`src/rtl/rdt_pkg.sv`:
```
// ============================================================================
// rdt_pkg - shared types and constants for the running drawdown tracker
// Work descriptors passed from the front end to the back end, result
// layout and fixed arithmetic constants.
// ============================================================================
package rdt_pkg;

    localparam int TimeWidth   = 48;
    localparam int EquityWidth = 48;
    localparam int BpWidth     = 31;
    localparam int NetWidth    = 49;
    localparam int ProdWidth   = 62;  // (peak - equity) * 10000 stays below 2^62

    localparam logic [13:0]        BP_SCALE = 14'd10000;
    localparam logic [BpWidth-1:0] BP_MAX   = {BpWidth{1'b1}};

    // Commands of the sample channel
    localparam logic CMD_RECORD = 1'b0;
    localparam logic CMD_CLEAR  = 1'b1;

    // One classified transaction waiting for the back end
    typedef struct packed {
        logic                          is_clear;
        logic                          do_div;      // peak positive after update
        logic [TimeWidth-1:0]          sample_time;
        logic signed [EquityWidth-1:0] peak;
        logic [EquityWidth-1:0]        diff;        // peak - equity, never negative
        logic [TimeWidth-1:0]          below;
        logic signed [NetWidth-1:0]    net;
    } job_t;

endpackage

```
`src/rtl/rdt_sample_if.sv`:
```
// ============================================================================
// rdt_sample_if - equity sample channel
// Valid/ready channel carrying a command, a timestamp and an equity value.
// ============================================================================
interface rdt_sample_if;
    logic                                   valid;
    logic                                   ready;
    logic                                   command;
    logic [rdt_pkg::TimeWidth-1:0]          sample_time;
    logic signed [rdt_pkg::EquityWidth-1:0] equity_value;

    modport source (output valid, output command, output sample_time,
                    output equity_value, input ready);
    modport sink   (input valid, input command, input sample_time,
                    input equity_value, output ready);
endinterface

```
`src/rtl/rdt_result_if.sv`:
```
// ============================================================================
// rdt_result_if - drawdown result channel
// Valid/ready channel carrying one drawdown result per transaction.
// ============================================================================
interface rdt_result_if;
    logic                                   valid;
    logic                                   ready;
    logic [rdt_pkg::BpWidth-1:0]            current_drawdown_bp;
    logic [rdt_pkg::BpWidth-1:0]            max_drawdown_bp;
    logic [rdt_pkg::TimeWidth-1:0]          max_drawdown_time;
    logic signed [rdt_pkg::EquityWidth-1:0] peak_value;
    logic [rdt_pkg::TimeWidth-1:0]          below_peak_time;
    logic signed [rdt_pkg::NetWidth-1:0]    net_change;

    modport source (output valid, output current_drawdown_bp, output max_drawdown_bp,
                    output max_drawdown_time, output peak_value,
                    output below_peak_time, output net_change, input ready);
    modport sink   (input valid, input current_drawdown_bp, input max_drawdown_bp,
                    input max_drawdown_time, input peak_value,
                    input below_peak_time, input net_change, output ready);
endinterface

```
`src/rtl/running_drawdown_tracker.sv`:
```
// ============================================================================
// running_drawdown_tracker - running peak and maximum drawdown of equity
// Top level: intake front end, work queue and divider back end.
// ============================================================================
// Each sample transaction yields one result transaction, in order. A record
// passes through the back end in steps: the work item is picked up, multiplied
// by 10000, divided by the peak in the one-bit-per-cycle restoring divider,
// and loaded into the result register. Clears and samples whose peak is not
// positive skip the multiply and the divider. The front end keeps accepting
// samples while the queue (QUEUE_DEPTH entries) has room, and the result
// register holds a finished result while the next one is computed.
module running_drawdown_tracker #(
    parameter int QUEUE_DEPTH = 2
) (
    input  logic         clk,
    input  logic         rst_n,
    rdt_sample_if.sink   samples,
    rdt_result_if.source results
);

    logic          push;
    logic          pop;
    logic          queue_full;
    logic          queue_empty;
    rdt_pkg::job_t push_job;
    rdt_pkg::job_t head_job;

    rdt_front u_front (
        .clk        (clk),
        .rst_n      (rst_n),
        .samples    (samples),
        .queue_full (queue_full),
        .push       (push),
        .job        (push_job)
    );

    rdt_queue #(
        .DEPTH (QUEUE_DEPTH)
    ) u_queue (
        .clk      (clk),
        .rst_n    (rst_n),
        .push     (push),
        .push_job (push_job),
        .pop      (pop),
        .head_job (head_job),
        .full     (queue_full),
        .empty    (queue_empty)
    );

    rdt_back u_back (
        .clk         (clk),
        .rst_n       (rst_n),
        .queue_empty (queue_empty),
        .head_job    (head_job),
        .pop         (pop),
        .results     (results)
    );

endmodule

```
`src/rtl/rdt_front.sv`:
```
// ============================================================================
// rdt_front - sample intake and classification
// Accepts samples, tracks peak, peak time and first equity, and emits a
// work descriptor per transaction into the queue.
// ============================================================================
module rdt_front (
    input  logic                 clk,
    input  logic                 rst_n,
    rdt_sample_if.sink           samples,
    input  logic                 queue_full,
    output logic                 push,
    output rdt_pkg::job_t        job
);

    logic signed [rdt_pkg::EquityWidth-1:0] peak_reg, peak_next;
    logic [rdt_pkg::TimeWidth-1:0]          peak_time_reg, peak_time_next;
    logic signed [rdt_pkg::EquityWidth-1:0] first_reg, first_next;
    logic                                   have_reg, have_next;

    logic                                   new_peak;
    logic signed [rdt_pkg::EquityWidth-1:0] eq;
    logic signed [rdt_pkg::EquityWidth-1:0] first_eff;
    logic                                   is_clear;

    assign samples.ready = !queue_full;
    assign push          = samples.valid && !queue_full;
    assign eq            = samples.equity_value;
    assign is_clear      = (samples.command == rdt_pkg::CMD_CLEAR);
    assign new_peak      = (eq > peak_reg);
    assign first_eff     = have_reg ? first_reg : eq;

    // Classify: all compares and subtracts work from the stored state in parallel
    always_comb
    begin
        job.is_clear    = is_clear;
        job.do_div      = !is_clear && (new_peak ? (eq > 0) : (peak_reg > 0));
        job.sample_time = samples.sample_time;
        job.peak        = new_peak ? eq : peak_reg;
        job.diff        = new_peak ? '0 : (peak_reg - eq);
        job.below       = (eq < peak_reg) ? (samples.sample_time - peak_time_reg) : '0;
        job.net         = {eq[rdt_pkg::EquityWidth-1], eq}
                        - {first_eff[rdt_pkg::EquityWidth-1], first_eff};
        if (is_clear)
        begin
            job.peak  = '0;
            job.diff  = '0;
            job.below = '0;
            job.net   = '0;
        end
    end

    // Tracking state update
    always_comb
    begin
        peak_next      = peak_reg;
        peak_time_next = peak_time_reg;
        first_next     = first_reg;
        have_next      = have_reg;
        if (push)
        begin
            if (is_clear)
            begin
                peak_next      = '0;
                peak_time_next = '0;
                first_next     = '0;
                have_next      = 1'b0;
            end
            else
            begin
                first_next = first_eff;
                have_next  = 1'b1;
                if (new_peak)
                begin
                    peak_next      = eq;
                    peak_time_next = samples.sample_time;
                end
            end
        end
    end

    always_ff @(posedge clk or negedge rst_n)
    begin
        if (!rst_n)
        begin
            peak_reg      <= '0;
            peak_time_reg <= '0;
            first_reg     <= '0;
            have_reg      <= 1'b0;
        end
        else
        begin
            peak_reg      <= peak_next;
            peak_time_reg <= peak_time_next;
            first_reg     <= first_next;
            have_reg      <= have_next;
        end
    end

endmodule

```
`src/rtl/rdt_queue.sv`:
```
// ============================================================================
// rdt_queue - work descriptor FIFO
// Small register FIFO decoupling intake from the divider back end.
// ============================================================================
module rdt_queue #(
    parameter int DEPTH = 2
) (
    input  logic          clk,
    input  logic          rst_n,
    input  logic          push,
    input  rdt_pkg::job_t push_job,
    input  logic          pop,
    output rdt_pkg::job_t head_job,
    output logic          full,
    output logic          empty
);

    localparam int PtrWidth = (DEPTH > 1) ? $clog2(DEPTH) : 1;
    localparam int CntWidth = $clog2(DEPTH + 1);

    rdt_pkg::job_t         slots_reg [DEPTH];
    logic [PtrWidth-1:0]   wr_ptr_reg, wr_ptr_next;
    logic [PtrWidth-1:0]   rd_ptr_reg, rd_ptr_next;
    logic [CntWidth-1:0]   count_reg, count_next;

    assign full     = (count_reg == CntWidth'(DEPTH));
    assign empty    = (count_reg == '0);
    assign head_job = slots_reg[rd_ptr_reg];

    // Pointer and fill count update
    always_comb
    begin
        wr_ptr_next = wr_ptr_reg;
        rd_ptr_next = rd_ptr_reg;
        count_next  = count_reg;
        if (push)
        begin
            wr_ptr_next = (wr_ptr_reg == PtrWidth'(DEPTH - 1)) ? '0 : wr_ptr_reg + 1'b1;
        end
        if (pop)
        begin
            rd_ptr_next = (rd_ptr_reg == PtrWidth'(DEPTH - 1)) ? '0 : rd_ptr_reg + 1'b1;
        end
        if (push && !pop)
        begin
            count_next = count_reg + 1'b1;
        end
        else if (pop && !push)
        begin
            count_next = count_reg - 1'b1;
        end
    end

    always_ff @(posedge clk or negedge rst_n)
    begin
        if (!rst_n)
        begin
            wr_ptr_reg <= '0;
            rd_ptr_reg <= '0;
            count_reg  <= '0;
        end
        else
        begin
            wr_ptr_reg <= wr_ptr_next;
            rd_ptr_reg <= rd_ptr_next;
            count_reg  <= count_next;
        end
    end

    // Storage, no reset needed
    always_ff @(posedge clk)
    begin
        if (push)
        begin
            slots_reg[wr_ptr_reg] <= push_job;
        end
    end

endmodule

```
`src/rtl/rdt_back.sv`:
```
// ============================================================================
// rdt_back - drawdown computation and result stage
// Scales the drop by 10000, divides by the peak one bit per cycle, keeps
// the worst drawdown and drives the result register.
// ============================================================================
module rdt_back (
    input  logic          clk,
    input  logic          rst_n,
    input  logic          queue_empty,
    input  rdt_pkg::job_t head_job,
    output logic          pop,
    rdt_result_if.source  results
);

    localparam int DivSteps = rdt_pkg::ProdWidth;
    localparam int CntWidth = $clog2(DivSteps);
    localparam int PW       = rdt_pkg::ProdWidth;
    localparam int EW       = rdt_pkg::EquityWidth;
    localparam int BW       = rdt_pkg::BpWidth;

    typedef enum logic [3:0] {
        S_IDLE = 4'b0001,
        S_MUL  = 4'b0010,
        S_DIV  = 4'b0100,
        S_DONE = 4'b1000
    } state_t;

    state_t                         state_reg, state_next;
    rdt_pkg::job_t                  job_reg, job_next;
    logic [PW-1:0]                  quo_reg, quo_next;
    logic [EW-1:0]                  rem_reg, rem_next;
    logic [CntWidth-1:0]            cnt_reg, cnt_next;
    logic [BW-1:0]                  worst_reg, worst_next;
    logic [rdt_pkg::TimeWidth-1:0]  worst_time_reg, worst_time_next;
    logic                           out_valid_reg, out_valid_next;

    logic [BW-1:0]                  cur_reg;
    logic [BW-1:0]                  max_reg;
    logic [rdt_pkg::TimeWidth-1:0]  max_time_reg;
    logic signed [EW-1:0]           peak_out_reg;
    logic [rdt_pkg::TimeWidth-1:0]  below_reg;
    logic signed [rdt_pkg::NetWidth-1:0] net_reg;

    logic [PW-1:0]                  product;
    logic [EW-1:0]                  partial;
    logic [EW:0]                    trial;
    logic                           load;
    logic [BW-1:0]                  cur;

    // Scaled drop, registered before the divider starts
    assign product = PW'(job_reg.diff) * PW'(rdt_pkg::BP_SCALE);

    // Restoring divide step; remainder stays below the 47-bit divisor
    assign partial = {rem_reg[EW-2:0], quo_reg[PW-1]};
    assign trial   = {1'b0, partial} - {1'b0, job_reg.peak};

    // Saturated quotient of the current drawdown
    always_comb
    begin
        if (!job_reg.do_div)
        begin
            cur = '0;
        end
        else if (|quo_reg[PW-1:BW])
        begin
            cur = rdt_pkg::BP_MAX;
        end
        else
        begin
            cur = quo_reg[BW-1:0];
        end
    end

    assign load = (state_reg == S_DONE) && (!out_valid_reg || results.ready);
    assign pop  = (state_reg == S_IDLE) && !queue_empty;

    // Sequencer
    always_comb
    begin
        state_next      = state_reg;
        job_next        = job_reg;
        quo_next        = quo_reg;
        rem_next        = rem_reg;
        cnt_next        = cnt_reg;
        worst_next      = worst_reg;
        worst_time_next = worst_time_reg;
        unique case (state_reg)
            S_IDLE:
            begin
                if (!queue_empty)
                begin
                    job_next   = head_job;
                    state_next = head_job.do_div ? S_MUL : S_DONE;
                end
            end
            S_MUL:
            begin
                quo_next   = product;
                rem_next   = '0;
                cnt_next   = '0;
                state_next = S_DIV;
            end
            S_DIV:
            begin
                if (!trial[EW])
                begin
                    rem_next = trial[EW-1:0];
                end
                else
                begin
                    rem_next = partial;
                end
                quo_next = {quo_reg[PW-2:0], !trial[EW]};
                cnt_next = cnt_reg + 1'b1;
                if (cnt_reg == CntWidth'(DivSteps - 1))
                begin
                    state_next = S_DONE;
                end
            end
            S_DONE:
            begin
                if (load)
                begin
                    state_next = S_IDLE;
                    if (job_reg.is_clear)
                    begin
                        worst_next      = '0;
                        worst_time_next = '0;
                    end
                    else if (cur > worst_reg)
                    begin
                        worst_next      = cur;
                        worst_time_next = job_reg.sample_time;
                    end
                end
            end
            default:
            begin
                state_next = S_IDLE;
            end
        endcase
    end

    // Output handshake
    always_comb
    begin
        out_valid_next = out_valid_reg;
        if (load)
        begin
            out_valid_next = 1'b1;
        end
        else if (results.ready)
        begin
            out_valid_next = 1'b0;
        end
    end

    always_ff @(posedge clk or negedge rst_n)
    begin
        if (!rst_n)
        begin
            state_reg      <= S_IDLE;
            cnt_reg        <= '0;
            worst_reg      <= '0;
            worst_time_reg <= '0;
            out_valid_reg  <= 1'b0;
        end
        else
        begin
            state_reg      <= state_next;
            cnt_reg        <= cnt_next;
            worst_reg      <= worst_next;
            worst_time_reg <= worst_time_next;
            out_valid_reg  <= out_valid_next;
        end
    end

    // Datapath and result payload
    always_ff @(posedge clk)
    begin
        job_reg <= job_next;
        quo_reg <= quo_next;
        rem_reg <= rem_next;
        if (load)
        begin
            cur_reg      <= job_reg.is_clear ? '0 : cur;
            max_reg      <= worst_next;
            max_time_reg <= worst_time_next;
            peak_out_reg <= job_reg.peak;
            below_reg    <= job_reg.below;
            net_reg      <= job_reg.net;
        end
    end

    assign results.valid               = out_valid_reg;
    assign results.current_drawdown_bp = cur_reg;
    assign results.max_drawdown_bp     = max_reg;
    assign results.max_drawdown_time   = max_time_reg;
    assign results.peak_value          = peak_out_reg;
    assign results.below_peak_time     = below_reg;
    assign results.net_change          = net_reg;

`ifndef SYNTHESIS
    // Divider never runs past its last step
    a_div_count: assert property (@(posedge clk) disable iff (!rst_n)
        (state_reg == S_DIV) |-> (cnt_reg <= CntWidth'(DivSteps - 1)))
        else $error("divider step count overrun");

    // Queue is only drained while the sequencer is idle
    a_pop_idle: assert property (@(posedge clk) disable iff (!rst_n)
        pop |=> (state_reg == S_MUL || state_reg == S_DONE))
        else $error("pop outside idle");

    // A delivered clear leaves the worst drawdown at zero
    a_clear_worst: assert property (@(posedge clk) disable iff (!rst_n)
        (load && job_reg.is_clear) |=> (worst_reg == '0 && worst_time_reg == '0))
        else $error("clear did not reset worst drawdown");

    // Worst drawdown only drops on a clear
    a_worst_mono: assert property (@(posedge clk) disable iff (!rst_n)
        (!(load && job_reg.is_clear)) |=> (worst_reg >= $past(worst_reg)))
        else $error("worst drawdown decreased");
`endif

endmodule
```
`src/flat_wrapper.sv`:
```
// flat-port wrapper written by rule: the top's interface ports become plain ports
module running_drawdown_tracker_flat 
#(
    parameter int QUEUE_DEPTH = 2
)
  (clk, rst_n, samples_valid, samples_command, samples_sample_time, samples_equity_value, samples_ready, results_valid, results_current_drawdown_bp, results_max_drawdown_bp, results_max_drawdown_time, results_peak_value, results_below_peak_time, results_net_change, results_ready);
  rdt_sample_if samples_i ();
  rdt_result_if results_i ();
  input  logic clk;
  input  logic rst_n;
  input wire logic [$bits(samples_i.valid)-1:0] samples_valid;
  input wire logic [$bits(samples_i.command)-1:0] samples_command;
  input wire logic [$bits(samples_i.sample_time)-1:0] samples_sample_time;
  input wire logic [$bits(samples_i.equity_value)-1:0] samples_equity_value;
  output wire logic [$bits(samples_i.ready)-1:0] samples_ready;
  output wire logic [$bits(results_i.valid)-1:0] results_valid;
  output wire logic [$bits(results_i.current_drawdown_bp)-1:0] results_current_drawdown_bp;
  output wire logic [$bits(results_i.max_drawdown_bp)-1:0] results_max_drawdown_bp;
  output wire logic [$bits(results_i.max_drawdown_time)-1:0] results_max_drawdown_time;
  output wire logic [$bits(results_i.peak_value)-1:0] results_peak_value;
  output wire logic [$bits(results_i.below_peak_time)-1:0] results_below_peak_time;
  output wire logic [$bits(results_i.net_change)-1:0] results_net_change;
  input wire logic [$bits(results_i.ready)-1:0] results_ready;
  assign samples_i.valid = samples_valid;
  assign samples_i.command = samples_command;
  assign samples_i.sample_time = samples_sample_time;
  assign samples_i.equity_value = samples_equity_value;
  assign samples_ready = samples_i.ready;
  assign results_valid = results_i.valid;
  assign results_current_drawdown_bp = results_i.current_drawdown_bp;
  assign results_max_drawdown_bp = results_i.max_drawdown_bp;
  assign results_max_drawdown_time = results_i.max_drawdown_time;
  assign results_peak_value = results_i.peak_value;
  assign results_below_peak_time = results_i.below_peak_time;
  assign results_net_change = results_i.net_change;
  assign results_i.ready = results_ready;
  running_drawdown_tracker #(.QUEUE_DEPTH(QUEUE_DEPTH)) u_core (.clk(clk), .rst_n(rst_n), .samples(samples_i), .results(results_i));
endmodule
```
`config.mk`:
```
export PLATFORM = sky130hd
export DESIGN_NAME = running_drawdown_tracker_flat
export DESIGN_NICKNAME = d
export VERILOG_FILES = /design/src/rtl/rdt_pkg.sv /design/src/rtl/rdt_sample_if.sv /design/src/rtl/rdt_result_if.sv /design/src/rtl/running_drawdown_tracker.sv /design/src/rtl/rdt_front.sv /design/src/rtl/rdt_queue.sv /design/src/rtl/rdt_back.sv /design/src/flat_wrapper.sv
export SDC_FILE = /design/constraint.sdc
export NUM_CORES = 2
export LEC_CHECK = 0
export BUFFER_PORTS_ARGS = -buffer_cell sky130_fd_sc_hd__buf_4
export CAP_MARGIN = 20
export CORE_ASPECT_RATIO = 2
export CORE_UTILIZATION = 45
export CTS_CLUSTER_DIAMETER = 30
export CTS_CLUSTER_SIZE = 12
export DETAILED_ROUTE_END_ITERATION = 12
export GPL_ROUTABILITY_DRIVEN = 1
export GPL_TIMING_DRIVEN = 0
export PLACE_DENSITY_LB_ADDON = 0.25
export SLEW_MARGIN = 20
export SYNTH_ARGS = -nofsm -noshare
export SYNTH_HDL_FRONTEND = slang
export SYNTH_SLANG_ARGS = --single-unit
```
`constraint.sdc`:
```
create_clock -name clk -period 33.3 [get_ports clk]
set_input_delay 4.995 -clock clk [delete_from_list [all_inputs] [get_ports clk]]
set_output_delay 4.995 -clock clk [all_outputs]
set_load 0.03 [all_outputs]
```
==> impl_metrics.csv <==
group,metric,value,unit
status,status,"finished, final reports clean",
worst_hold_path,hold_path_depth,0,
floorplanning,initial_core_util,0.452,
placed_design,gp_congestion,0.969,
layout,post-route-util,0.529,
detailed_routing,vias_per_cell,5.51,
clock_network,cts.htree.levels,4,
placed_design,portBuffers,357,
worst_setup_path,cp_cell_sequence,"buf_4, inv_1, ha_1, clkbuf_1, nand2_1, o21ai_0, a21oi_1, o21ai_0, a21oi_1, a2111oi_4, nor2_2, clkbuf_1, buf_2, nor2_1, a21oi_1, nor2_1",
detailed_routing,wl_per_cell,22.2,um
floorplanning,fp.coreArea,157000,um^2
detailed_routing,dr.max_layer_used,"met5",
synthesis,synth_flop_cell,"edfxtp_1",
layout,num-nets-final,7241,
timing,maxSlewViolCount,0,
synthesis,syn_nets,6660,
worst_hold_path,min_from,"u_core.u_back.job_reg[84]",
timing,fin_tns_setup,0,ns
clock_network,postCtsSetupRepairBufs,0,
detailed_routing,drcViolationCount,0,
layout,drive_gt1_frac,0.160,
timing,finalClockSkew,0.0692,ns
worst_setup_path,critical_path_depth,16,
layout,largest_register_ffs,486,
grt,track_usage,0.241,
flow_run,maxCapViolCount,0,
worst_setup_path,max_stage_delay,0.85,ns
layout,fillers,13700,
detailed_routing,drt-initial-drc-count,2956,
clock_network,ctsHoldBuffers,0,
grt,grt_overflow_total,0,
clock_network,path_clk_slew,0.06,ns
synthesis,async_flop_share,0.179,
grt,grt_max_degree,104,
worst_setup_path,critPathMostFrequentCell,"a21oi_1",
worst_hold_path,min_path_type,"reg -> reg",
worst_setup_path,worstPathArrival,9.68,ns
grt,grt_antenna_before_repair,13,
worst_setup_path,path_class,"in -> reg",
timing,worst_hold_slack,0.414,ns
grt,grt_pass1_vias,51000,
placed_design,dp_hpwl,152000,um
worst_setup_path,cpMaxStageDelayCell,"clkbuf_1",
worst_setup_path,crit_path_start,"samples_equity_value[38]",
synthesis,synth.avg_cell_area,11.9,um^2
detailed_routing,drt_pass1_iterations,5,
layout,syn2layout_area_growth,17.1,%
timing,setup_viol,0,
worst_setup_path,cp_top_family,"compound AO/OA/AOI/OAI gates",
detailed_routing,wl_met3,8520,um
synthesis,synthCells,5986,
floorplanning,die_area,160000,um^2
synthesis,synth_cell_type_count,95,
clock_network,insertion_delay,0.83,ns
clock_network,cts_made_buffers,183,
worst_setup_path,crit_buf_inv,5,
timing,grt_setup_unrepaired,"no",
timing,worstMarginPinSlew,1.13,ns
detailed_routing,ant_nets,0,
synthesis,synth_edf_count,1093,
timing,post-route-period-util,0.277,
clock_network,cts_sinks,1332,
worst_setup_path,worstReg2RegStart,"u_core.u_back.job_reg[101]",
worst_setup_path,cp-start-kind,"input pin",
timing,fmax,109,MHz
detailed_routing,dr_wl_met2,102000,um
timing,slew_headroom,0.250,
floorplanning,die_w,283,um
synthesis,synthesis.area,71100,um^2
clock_network,ctsResizeCount,0,
detailed_routing,wl_met1,72400,um
floorplanning,die_h,564,um
worst_setup_path,end_kind,"flip-flop",
worst_setup_path,critical_path_required,33.77,ns
synthesis,ys.warnings.count,0,
floorplanning,std_cell_rows,206,
synthesis,synth-seq-cells,1332,
clock_network,cts_tree,"yes",
clock_network,clockBufferDepth,4,
worst_setup_path,cp_max_fo,10,
synthesis,synth-seq-area-share,0.546,
synthesis,synth.area.top_cells,"edfxtp_1, dfrtp_1, ha_1",
grt,grt_pass1_wl,296000,um
timing,min_period,9.21,ns
synthesis,synth_top_cell_area_share,0.462,
synthesis,synth.largest_area_cell,"edfxtp_1",
timing,finalHoldViolations,0,
detailed_routing,finalWirelength,195000,um
clock_network,cts-root-buf,"clkbuf_16",
worst_setup_path,rr_worst_depth,19,
floorplanning,io_pins,358,
detailed_routing,num_vias,48400,
-- layout make-up --
class | instances | area, um^2 | share of cell area
buffer | 274 | 1150 | 0.0138
antenna | 8 | 20.0 | 0.000240
multi-input combinational | 3779 | 28900 | 0.348
tap | 2080 | 2600 | 0.0313
clock buffer | 228 | 4840 | 0.0581
inverter | 601 | 2260 | 0.0272
timing repair buffer | 396 | 3570 | 0.0428
sequential | 1332 | 38800 | 0.466
clock inverter | 92 | 1070 | 0.0128
-- Yosys cell counts (129+ instances only) --
| cell | instances |
|---|---|
| o21ai_0 | 159 |
| dfrtp_1 | 238 |
| nor2_1 | 505 |
| inv_1 | 598 |
| a21oi_1 | 392 |
| nand2_1 | 301 |
| edfxtp_1 | 1093 |
| a22oi_1 | 143 |
| a21o_1 | 145 |
| clkbuf_1 | 192 |
| ha_1 | 438 |
| xnor2_1 | 129 |
| mux2_2 | 273 |
| fa_1 | 135 |
-- placed cells by master, fill, tap and decap left out, drive strengths merged, types with 13 or more instances in the layout --
cell type	instances
inv	637
clkinv	35
o21ai	182
a21o	146
xnor2	129
nand2	301
o21a	42
a211oi	29
buf	475
a31oi	34
nand3	58
clkbuf	423
a22oi	143
nor4	41
o31ai	65
nor2b	110
dfrtp	238
o211ai	78
o21bai	42
fa	135
ha	438
nand2b	25
nor2	507
and3	20
nor3	48
nand4b	48
and2	17
o22ai	98
nand4	61
bufinv	13
a21oi	395
xor2	89
a221oi	16
mux2i	66
mux2	274
edfxtp	1093
-- kinds of logic after synthesis --
kind of cell               after synthesis  synth area share
AOI/OAI and AO/OA                     1358             0.125
DFF                                   1332             0.546
and+or+nand+nor                       1290            0.0865
buffers and inverters                  875            0.0478
adders and majority gates              573             0.115
muxes                                  340            0.0527
xor gates and xnor gates               218            0.0269
-- metal layers --
layer / vias up / global-route usage
met4: 10 / 0.140
met2: 1253 / 0.447
li1: 22900 / -
met3: 489 / 0.0367
met1: 23700 / 0.258
met5: - / 0
-- metrics by stage --
stage	cells	setup WS, ns	area (um^2)
2_1_floorplan	5986	16.81	71100
3_3_place_gp	8423	9.59	76400
3_5_place_dp	8462	23.45	77300
4_1_cts	8782	24.26	83200
5_1_grt	8784	24.09	83200
6_report	8790	24.09	83200
-- worst paths after layout --
kind                                                              to  slack (ns)
max                                 u_core.u_queue.slots_reg[0][164]       24.09
max in group asynchronous                u_core.u_front.peak_reg[44]       27.99
min in group asynchronous           u_core.u_front.peak_time_reg[26]        4.05
min reg2reg                u_core.u_back.results.below_peak_time[35]        0.41
max reg2reg                                u_core.u_back.quo_reg[61]       26.86
min                        u_core.u_back.results.below_peak_time[35]        0.41
Power is not shown: default switching activity piles up to over one toggle a cycle in this logic, so the estimate is an artifact.
